$ cat src/hw/rtl/uad_pkg.sv
// Package: shared types, constants and helpers for the unsigned to ASCII digits block.
`default_nettype none
package uad_pkg;

  localparam int unsigned UAD_MAX_DIGITS = 10;
  localparam int unsigned UAD_VALUE_W    = 32;
  localparam int unsigned UAD_DIGIT_W    = 4;
  localparam int unsigned UAD_CHAR_W     = 7;

  // Reciprocal of ten: floor(v * RECIP / 2**SHIFT) == v / 10 for any 32-bit v.
  localparam logic [UAD_VALUE_W-1:0] UAD_RECIP_10 = 32'hCCCC_CCCD;
  localparam int unsigned            UAD_DIV_SHIFT = 35;
  localparam int unsigned            UAD_PROD_W    = 2 * UAD_VALUE_W;

  localparam logic [UAD_CHAR_W-1:0]  UAD_ASCII_ZERO = 7'h30;
  localparam logic [UAD_CHAR_W-1:0]  UAD_ASCII_A    = 7'h41;
  localparam logic [UAD_DIGIT_W-1:0] UAD_TEN        = 4'd10;

  typedef enum logic [1:0] {
    ST_IDLE,
    ST_STEP,
    ST_SUB,
    ST_EMIT
  } uad_state_t;

  // Commands from the controller to the datapath.
  typedef struct packed {
    logic load;
    logic mul;
    logic dec_step;
    logic hex_step;
    logic emit;
  } uad_cmd_t;

  // Status from the datapath to the controller.
  typedef struct packed {
    logic hex;
    logic step_zero;
    logic emit_last;
    logic out_free;
  } uad_sts_t;

  function automatic logic [UAD_CHAR_W-1:0] uad_to_ascii(input logic [UAD_DIGIT_W-1:0] d);
    logic [UAD_CHAR_W-1:0] c;
    if (d < UAD_TEN) begin
      c = UAD_ASCII_ZERO + UAD_CHAR_W'(d);
    end else begin
      c = UAD_ASCII_A + UAD_CHAR_W'(d - UAD_TEN);
    end
    return c;
  endfunction

endpackage
`default_nettype wire

$ cat src/hw/rtl/uad_if.sv
// Interfaces: input and result channels of the unsigned to ASCII digits block.
`default_nettype none
interface uad_in_if
  import uad_pkg::*;
();
  logic                   valid;
  logic                   ready;
  logic [UAD_VALUE_W-1:0] value;
  logic                   req_type;

  modport source (output valid, output value, output req_type, input ready);
  modport sink   (input valid, input value, input req_type, output ready);
endinterface

interface uad_out_if
  import uad_pkg::*;
();
  logic                  valid;
  logic                  ready;
  logic [UAD_CHAR_W-1:0] ascii_char;
  logic                  last;

  modport source (output valid, output ascii_char, output last, input ready);
  modport sink   (input valid, input ascii_char, input last, output ready);
endinterface
`default_nettype wire

$ cat src/hw/rtl/uad_ctrl.sv
// Controller: state machine that sequences load, digit steps and character emits.
`default_nettype none
module uad_ctrl
  import uad_pkg::*;
(
  input  wire logic     clk,
  input  wire logic     rst_n,
  input  wire logic     in_valid,
  output logic          in_ready,
  input  wire uad_sts_t sts,
  output uad_cmd_t      cmd
);

  uad_state_t state_r, state_nxt;

  always_ff @(posedge clk) begin
    if (!rst_n) begin
      state_r <= ST_IDLE;
    end else begin
      state_r <= state_nxt;
    end
  end

  always_comb begin
    state_nxt = state_r;
    case (state_r)
      ST_IDLE: begin
        if (in_valid) begin
          state_nxt = ST_STEP;
        end
      end
      ST_STEP: begin
        if (!sts.hex) begin
          state_nxt = ST_SUB;
        end else if (sts.step_zero) begin
          state_nxt = ST_EMIT;
        end
      end
      ST_SUB: begin
        state_nxt = sts.step_zero ? ST_EMIT : ST_STEP;
      end
      ST_EMIT: begin
        if (sts.out_free && sts.emit_last) begin
          state_nxt = ST_IDLE;
        end
      end
      default: state_nxt = ST_IDLE;
    endcase
  end

  always_comb begin
    cmd      = '0;
    in_ready = 1'b0;
    case (state_r)
      ST_IDLE: begin
        in_ready = 1'b1;
        cmd.load = in_valid;
      end
      ST_STEP: begin
        cmd.hex_step = sts.hex;
        cmd.mul      = !sts.hex;
      end
      ST_SUB: begin
        cmd.dec_step = 1'b1;
      end
      ST_EMIT: begin
        cmd.emit = sts.out_free;
      end
      default: begin
        cmd = '0;
      end
    endcase
  end

endmodule
`default_nettype wire

$ cat src/hw/rtl/uad_dp.sv
// Datapath: working value, reciprocal divide, digit store and output register.
`default_nettype none
module uad_dp
  import uad_pkg::*;
#(
  parameter int unsigned MAX_DIGITS = UAD_MAX_DIGITS
) (
  input  wire logic                   clk,
  input  wire logic                   rst_n,
  input  wire logic [UAD_VALUE_W-1:0] in_value,
  input  wire logic                   in_req_type,
  input  wire uad_cmd_t               cmd,
  output uad_sts_t                    sts,
  input  wire logic                   out_ready,
  output logic                        out_valid,
  output logic [UAD_CHAR_W-1:0]       out_ascii_char,
  output logic                        out_last
);

  localparam int unsigned CNT_W = $clog2(MAX_DIGITS + 1);
  localparam int unsigned IDX_W = $clog2(MAX_DIGITS);
  localparam logic [CNT_W-1:0] CNT_MAX = CNT_W'(MAX_DIGITS);
  localparam logic [CNT_W-1:0] CNT_ONE = CNT_W'(1);

  logic [UAD_VALUE_W-1:0] wv_r, wv_nxt;
  logic [UAD_VALUE_W-1:0] q_r, q_nxt;
  logic                   hex_r, hex_nxt;
  logic [CNT_W-1:0]       cnt_r, cnt_nxt;
  logic [UAD_DIGIT_W-1:0] store_r [MAX_DIGITS];
  logic                   out_valid_r, out_valid_nxt;
  logic [UAD_CHAR_W-1:0]  char_r, char_nxt;
  logic                   last_r, last_nxt;

  logic [UAD_PROD_W-1:0]  prod;
  logic [UAD_VALUE_W-1:0] rem;
  logic [UAD_DIGIT_W-1:0] digit;
  logic                   wr_en;
  logic [CNT_W-1:0]       cnt_m1;
  logic [IDX_W-1:0]       wr_idx;
  logic [IDX_W-1:0]       rd_idx;

  assign prod   = {{UAD_VALUE_W{1'b0}}, wv_r} * {{UAD_VALUE_W{1'b0}}, UAD_RECIP_10};
  assign q_nxt  = cmd.mul ? UAD_VALUE_W'(prod >> UAD_DIV_SHIFT) : q_r;
  // remainder = v - 10*q, with 10*q built from two shifts
  assign rem    = wv_r - ((q_r << 3) + (q_r << 1));
  assign digit  = hex_r ? wv_r[UAD_DIGIT_W-1:0] : rem[UAD_DIGIT_W-1:0];
  assign cnt_m1 = cnt_r - CNT_ONE;
  assign wr_idx = cnt_r[IDX_W-1:0];
  assign rd_idx = cnt_m1[IDX_W-1:0];
  // drop the most significant digits once the store is full
  assign wr_en  = (cmd.dec_step || cmd.hex_step) && (cnt_r < CNT_MAX);

  always_comb begin
    wv_nxt  = wv_r;
    hex_nxt = hex_r;
    cnt_nxt = cnt_r;
    if (cmd.load) begin
      wv_nxt  = in_value;
      hex_nxt = in_req_type;
      cnt_nxt = '0;
    end else if (cmd.dec_step) begin
      wv_nxt = q_r;
    end else if (cmd.hex_step) begin
      wv_nxt = wv_r >> UAD_DIGIT_W;
    end
    if (wr_en) begin
      cnt_nxt = cnt_r + CNT_ONE;
    end else if (cmd.emit) begin
      cnt_nxt = cnt_m1;
    end
  end

  always_comb begin
    out_valid_nxt = out_valid_r;
    char_nxt      = char_r;
    last_nxt      = last_r;
    if (cmd.emit) begin
      out_valid_nxt = 1'b1;
      char_nxt      = uad_to_ascii(store_r[rd_idx]);
      last_nxt      = (cnt_r == CNT_ONE);
    end else if (out_ready) begin
      out_valid_nxt = 1'b0;
    end
  end

  always_ff @(posedge clk) begin
    if (!rst_n) begin
      wv_r        <= '0;
      cnt_r       <= '0;
      hex_r       <= 1'b0;
      out_valid_r <= 1'b0;
    end else begin
      wv_r        <= wv_nxt;
      cnt_r       <= cnt_nxt;
      hex_r       <= hex_nxt;
      out_valid_r <= out_valid_nxt;
    end
  end

  always_ff @(posedge clk) begin
    q_r    <= q_nxt;
    char_r <= char_nxt;
    last_r <= last_nxt;
    if (wr_en) begin
      store_r[wr_idx] <= digit;
    end
  end

  always_comb begin
    sts.hex       = hex_r;
    sts.step_zero = hex_r ? ((wv_r >> UAD_DIGIT_W) == '0) : (q_r == '0);
    sts.emit_last = (cnt_r == CNT_ONE);
    sts.out_free  = !out_valid_r || out_ready;
  end

  assign out_valid      = out_valid_r;
  assign out_ascii_char = char_r;
  assign out_last       = last_r;

endmodule
`default_nettype wire

$ cat src/hw/rtl/unsigned_to_ascii_digits.sv
// Top level: converts a 32-bit unsigned value to ASCII decimal or hex characters.
//
//  channel   | dir | payload               | handshake
//  ----------+-----+-----------------------+-------------------------------
//  in_item   | in  | value[31:0], req_type | valid/ready, taken when idle
//  out_item  | out | ascii_char[6:0], last | valid/ready, registered output
//
// Sequence: take the item, then per decimal digit a reciprocal multiply step
// followed by a remainder and store step, or per hex digit a single shift
// step, then emit the characters while out_item is not stalled. No new item
// is taken until the last character has been emitted.
// Reset: rst_n is synchronous, active low; it idles the controller and drops
// out_item.valid. Stalls on out_item hold the character and pause emission.
`default_nettype none
module unsigned_to_ascii_digits
  import uad_pkg::*;
#(
  parameter int unsigned MAX_DIGITS = UAD_MAX_DIGITS
) (
  input  wire logic clk,
  input  wire logic rst_n,
  uad_in_if.sink    in_item,
  uad_out_if.source out_item
);

  uad_cmd_t cmd;
  uad_sts_t sts;

  // Sequence the item: load, digit steps least significant first, then emit
  // most significant first.
  uad_ctrl u_ctrl (
    .clk      (clk),
    .rst_n    (rst_n),
    .in_valid (in_item.valid),
    .in_ready (in_item.ready),
    .sts      (sts),
    .cmd      (cmd)
  );

  // Hold the working value and digits; drive the registered output item.
  uad_dp #(
    .MAX_DIGITS (MAX_DIGITS)
  ) u_dp (
    .clk            (clk),
    .rst_n          (rst_n),
    .in_value       (in_item.value),
    .in_req_type    (in_item.req_type),
    .cmd            (cmd),
    .sts            (sts),
    .out_ready      (out_item.ready),
    .out_valid      (out_item.valid),
    .out_ascii_char (out_item.ascii_char),
    .out_last       (out_item.last)
  );

endmodule
`default_nettype wire

$ cat src/flat_wrapper.sv
// flat-port wrapper written by rule: the top's interface ports become plain ports
module unsigned_to_ascii_digits_flat import uad_pkg::*;
#(
  parameter int unsigned MAX_DIGITS = UAD_MAX_DIGITS
)
  (clk, rst_n, in_item_valid, in_item_value, in_item_req_type, in_item_ready, out_item_valid, out_item_ascii_char, out_item_last, out_item_ready);
  uad_in_if in_item_i ();
  uad_out_if out_item_i ();
  input  wire logic clk;
  input  wire logic rst_n;
  input wire logic [$bits(in_item_i.valid)-1:0] in_item_valid;
  input wire logic [$bits(in_item_i.value)-1:0] in_item_value;
  input wire logic [$bits(in_item_i.req_type)-1:0] in_item_req_type;
  output wire logic [$bits(in_item_i.ready)-1:0] in_item_ready;
  output wire logic [$bits(out_item_i.valid)-1:0] out_item_valid;
  output wire logic [$bits(out_item_i.ascii_char)-1:0] out_item_ascii_char;
  output wire logic [$bits(out_item_i.last)-1:0] out_item_last;
  input wire logic [$bits(out_item_i.ready)-1:0] out_item_ready;
  assign in_item_i.valid = in_item_valid;
  assign in_item_i.value = in_item_value;
  assign in_item_i.req_type = in_item_req_type;
  assign in_item_ready = in_item_i.ready;
  assign out_item_valid = out_item_i.valid;
  assign out_item_ascii_char = out_item_i.ascii_char;
  assign out_item_last = out_item_i.last;
  assign out_item_i.ready = out_item_ready;
  unsigned_to_ascii_digits #(.MAX_DIGITS(MAX_DIGITS)) u_core (.clk(clk), .rst_n(rst_n), .in_item(in_item_i), .out_item(out_item_i));
endmodule
$ cat config.mk
export PLATFORM = sky130hd
export DESIGN_NAME = unsigned_to_ascii_digits_flat
export DESIGN_NICKNAME = d
export VERILOG_FILES = /design/src/hw/rtl/uad_pkg.sv /design/src/hw/rtl/uad_if.sv /design/src/hw/rtl/uad_ctrl.sv /design/src/hw/rtl/uad_dp.sv /design/src/hw/rtl/unsigned_to_ascii_digits.sv /design/src/flat_wrapper.sv
export SDC_FILE = /design/constraint.sdc
export NUM_CORES = 1
export LEC_CHECK = 0
export ABC_CLOCK_PERIOD_IN_PS = 18200
export BUFFER_PORTS_ARGS = -buffer_cell sky130_fd_sc_hd__buf_4
export CAP_MARGIN = 20
export CORE_MARGIN = 4
export CORE_UTILIZATION = 47
export CTS_BUF_LIST = sky130_fd_sc_hd__clkbuf_8
export CTS_CLUSTER_DIAMETER = 100
export DETAILED_ROUTE_END_ITERATION = 12
export GPL_TIMING_DRIVEN = 0
export SETUP_SLACK_MARGIN = 0.1
export SLEW_MARGIN = 5
export SYNTH_ARGS = -nofsm -noshare
export SYNTH_HDL_FRONTEND = slang
export SYNTH_SLANG_ARGS = --single-unit
$ cat constraint.sdc
create_clock -name clk -period 18.2 [get_ports clk]
set_input_delay 4.55 -clock clk [delete_from_list [all_inputs] [get_ports clk]]
set_output_delay 4.55 -clock clk [all_outputs]
set_load 0.02 [all_outputs]
# Word-level counts from Yosys, hierarchy flattened
# Memory sizes are Yosys's and may differ from the RTL's.
# Cells that the tools add are included.
[word_totals]
reg_bits = 77
inputBits = 37
out_inout_bits = 10
elab_cells = 64
n_memories = 1
ram_bits = 40
[classes]
n_reduce_logical = 13
addsub = 7
eq_ne = 7
order_cmp = 2
n_mux = 25
mul = 1
[memory_table]
columns = ["name", "depth", "width", "read_ports", "rd_clocked_by_memory_dff", "write_ports", "line", "rtl"]
rows = [
  ["u_core.u_dp.store_r", 10, 4, 1, 0, 1, "uad_dp.sv:29", "logic [UAD_DIGIT_W-1:0] store_r [MAX_DIGITS];"],
]
[op_table]
columns = ["operator", "n"]
rows = [
  ["two-way mux 32 bit", 3],
  ["zero test 32 bit", 2],
  ["multiplier 32 x 32 -> 64 bit, second input constant", 1],
  ["two-way mux 4 bit", 4],
  ["two-way mux 1 bit", 11],
  ["two-way mux 2 bit", 5],
  ["< comparator 4 bit, second input constant", 2],
  ["one-hot mux 2 bit (4 select lines)", 1],
  ["adder 6 x 4 -> 7 bit, first input constant", 1],
  ["adder 7 bit, first input constant", 1],
  ["two-way mux 7 bit", 1],
  ["nonzero test 3 bit", 2],
  ["subtractor 4 x 4 -> 5 bit, second input constant", 1],
  ["adder 4 x 1 -> 4 bit, second input constant", 1],
  ["adder 4 bit", 1],
  ["== test 2 bit, second input constant", 2],
  ["== test 4 x 1 -> 1 bit, second input constant", 1],
  ["!= test 2 bit, second input constant", 2],
  ["subtractor 4 x 1 -> 4 bit, second input constant", 1],
  ["subtractor 4 bit", 1],
  ["!= test 3 bit, second input constant", 1],
  ["AND reduction 3 bit", 1],
  ["== test 2 x 1 -> 1 bit, second input constant", 1],
  ["logical AND 1 bit", 2],
  ["4 further kinds", 6],
]

# Longest topological paths before layout
[depth]
ltp_word = 6
depth_mapped = 26
mapped_depth_nobuf = 25

# Modules after synthesis
# From an unflattened synthesis, not the netlist that was laid out.
[hier_totals]
hier_cells = 2211
hier_area_um2 = 22599.2
[by_module_without_submodules]
columns = ["mod", "area_each_um2", "cells_each", "seq_area_each_um2", "instances"]
rows = [
  ["uad_dp", 22444.0, 2196, 3072.9, 1],
  ["uad_ctrl", 155.1, 15, 40.0, 1],
]

# Worst setup path before layout
# OpenSTA, ideal clock, no wires.
[synth_timing]
kind = "register to register"
startpoint = "reg u_core.u_dp.wv_r[18]"
endpoint = "reg u_core.u_dp.q_r[23] (data pin)"
t_arrival_ns = 6.585
path_buffers = 0
synth_period_minus_slack_ns = 6.775
stages_incl_launch_ff = 26
slack_ns = 11.425
required_time_ns = 18.010
setup_time_ns = 0.190
cell_sequence = "dfxtp_1 inv_1 ha_1 inv_1 fa_1 inv_1 fa_1 inv_1 fa_1 inv_1 fa_1 fa_1 fa_1 inv_1 fa_1 inv_1 ha_1 a21oi_1 o21ai_0 a2111oi_0 o22ai_1 a31oi_1 a21oi_1 o21a_2 mux2i_1 a2111oi_2"
[synth_via]
elab_chain_cells = 1
[synth_lines]
columns = ["item", "line", "rtl"]
rows = [
  ["start, declared", "uad_dp.sv:25", "logic [UAD_VALUE_W-1:0] wv_r, wv_nxt;"],
  ["start signal, assigned", "uad_dp.sv:93", "wv_r <= wv_nxt;"],
  ["multiplier 32 x 32 -> 64 bit", "uad_dp.sv:42", "assign prod = {{UAD_VALUE_W{1'b0}}, wv_r} * {{UAD_VALUE_W{1'b0}}, UAD_RECIP_10};"],
  ["via u_core.u_dp.prod[58]", "uad_dp.sv:34", "logic [UAD_PROD_W-1:0] prod;"],
  ["end signal, assigned", "uad_dp.sv:101", "q_r <= q_nxt;"],
  ["end, declared", "uad_dp.sv:26", "logic [UAD_VALUE_W-1:0] q_r, q_nxt;"],
]
# The timed path passes the listed nets, and every way through them passes these cells.
# A chain may end at the register's enable or synchronous reset.

# Final worst setup path
[layout_timing]
startpoint = "reg u_core.u_dp.wv_r[5]"
endpoint = "reg u_core.u_dp.q_r[6] (data pin)"
# Same word-level chain as after synthesis.

==> run metrics <==
vias in the first global route 17,010; drt first pass iters 5; post-layout net count 3,091; Root Buffer clkbuf_8; Mapped Cells 2,226; die area 0.05158 mm²; Synth top area share 34.34%; vias 15,950; fin crit share 48.31%; CTS tree built; DP Cell Count 2,888; crit path kind reg2reg; mean area per synthesized cell 10.14 µm²; total CTS buffers 17; final setup violation count 0; EDFF count, synth 77; final hold slack 0.5749 ns; Post-DRT Antenna Nets 0; Tmin final 8.792 ns; CP max stage delay 0.87 ns; Slew headroom 29.64%; WP data required 18.37 ns; Clock transition at path regs 0.08 ns; leading cell type in the layout, fill and taps excluded inv_1; drt total wl 66,720 µm; FFs w/ async S/R, synth 0%; Setup crit end kind flop; Slew @ Worst Pin 1.048 ns; Max Clock Freq 0.1137 GHz; core area 0.04765 mm²; Arr. time, crit path 8.96 ns; IO buf count 45; Residual DRC 0; number of fill cells 4,445; family with the most delay on the worst path adder cells; Slew Limit Fails 0; flops & latches, synth 117; hold_buf cts 0; CP Max Fanout 10; Setup crit start kind flop; final core utilization 50.51%; Inserted Diodes 0; Yosys Warn Count 0; top_reg_cell synth edfxtp_1; Detailed Place HPWL 58,940 µm; Hold Path Class reg2reg; Overflow after GRT 0; Tot GR Track Use 27.00%; synthesis-to-finish area growth 6.648%; register area share after synthesis 13.80%; initial detailed-routing violation count 1,232; Routed wire per std cell 22.84 µm; Via-to-Cell Ratio 5.462; largest net degree at the start of global routing 17; die height 227.1 µm; first-pass GRT wire length 102,800 µm; post-CTS sizing 0; number of H-tree levels 4; IO Pins 47; # clock sinks 117; clk_skew 0.01419 ns; Initial Utilization 47.36%; synth top area cells fa_1, ha_1, edfxtp_1; CP dominant cell by count fa_1; ratio of cells with drive above 1 in the final layout 5.030%; Net Count, Synth 3,024; most frequent cells in the layout inv_1, fa_1, ha_1; leading area contributor after synthesis fa_1; GPL Wtd Cong 1.024; post-synth cell types 78; Die Wd 227.1 µm; Fin Setup TNS 0 ns; WP buf/inv 3; final hold vios 0; initial antenna violation count 0; setup bufs post-CTS 0; maxcap violations 0; fin cells 2,921; CP Cell Sequence inv_1, ha_1, xor2_1, xor2_1, fa_1, fa_1, fa_1, fa_1, fa_1, inv_1, fa_1, inv_1, ha_1, nand2_1, nor2_4, a32oi_1, a311oi_1, o21ai_0, a21bo_2, a21boi_0, nor2_1, xnor2_1; RSZ-0062 raised after global routing no; Skew-Pair Late Insertion Delay 0.45 ns; status completed; Clock Path Buffers 2; critical path's slowest cell a311oi_1; synthesized area 0.02256 mm²; FP Rows 80
flip-flops by register name, summed over array words and instances (netlist names):
signal                      flops
u_core.u_ctrl.state_r           2
u_core.u_dp.hex_r               1
u_core.u_dp.out_ascii_char      7
u_core.u_dp.store_r            40
u_core.u_dp.wv_r               32
u_core.u_dp.out_last            1
u_core.u_dp.cnt_r               4
u_core.u_dp.out_valid           1
u_core.u_dp.q_r                29
cell families after synthesis:
family                   synth area share [%]
AO/OA/AOI/OAI                           9.909
XOR/XNOR                                3.144
adder cells (fa/ha/maj)                 55.07
buffers and inverters                   10.61
flip-flops                              13.80
multiplexers                            1.164
AND/OR/NAND/NOR                         6.305
worst min-delay path: cells and delay by family, from the launching register on:
kind / cells / cell delay [ns]
AND/OR/NAND/NOR: 1 / 0.12
flip-flops: 1 / 0.32
AO/OA/AOI/OAI: 1 / 0.09
routing by layer:
| metal | share of wire (%) | global-route usage, % |
|---|---|---|
| met4 | 3.6 | 8.120 |
| met5 | 0 | 0 |
| met2 | 48 | 45.48 |
| met3 | 5.3 | 3.133 |
| met1 | 43 | 37.00 |
final timing paths:
kind	start	endpoint	slack (ns)	cells after the start
min reg2reg	u_core.u_dp.out_valid	u_core.u_dp.out_valid	0.57	2
min	u_core.u_dp.out_valid	u_core.u_dp.out_valid	0.57	2
max	u_core.u_dp.wv_r[5]	u_core.u_dp.q_r[6]	9.41	22
max reg2reg	u_core.u_dp.wv_r[5]	u_core.u_dp.q_r[6]	9.41	22
cells in the mapped netlist (39+ instances only):
cell        n
a21oi_1    63
clkbuf_1   46
dfxtp_1    40
edfxtp_1   77
fa_1      387
ha_1      374
inv_1     584
nand2_1   137
o211ai_1   64
o21ai_0    39
xor2_1     55
through the flow:
| step | setup slack [ns] | cell area, µm² |
|---|---|---|
| 2_1_floorplan | 11.43 | 22560 |
| 3_3_place_gp | 9.696 | 23670 |
| 3_5_place_dp | 9.671 | 23700 |
| 4_1_cts | 9.582 | 24060 |
| 5_1_grt | 9.245 | 24060 |
| 6_report | 9.408 | 24060 |
final cells by class:
cell class	count	area [µm²]	area share [%]
inverter	584	2192	9.109
clock inverter	15	130.1	0.5407
multi-input combinational	1474	17060	70.90
clock buffer	17	234.0	0.9723
buffer	51	201.4	0.8371
sequential	117	3113	12.94
timing repair buffer	48	361.6	1.503
tap	615	769.5	3.198
Power is not shown: default switching activity piles up to over one toggle a cycle in this logic, so the estimate is an artifact.
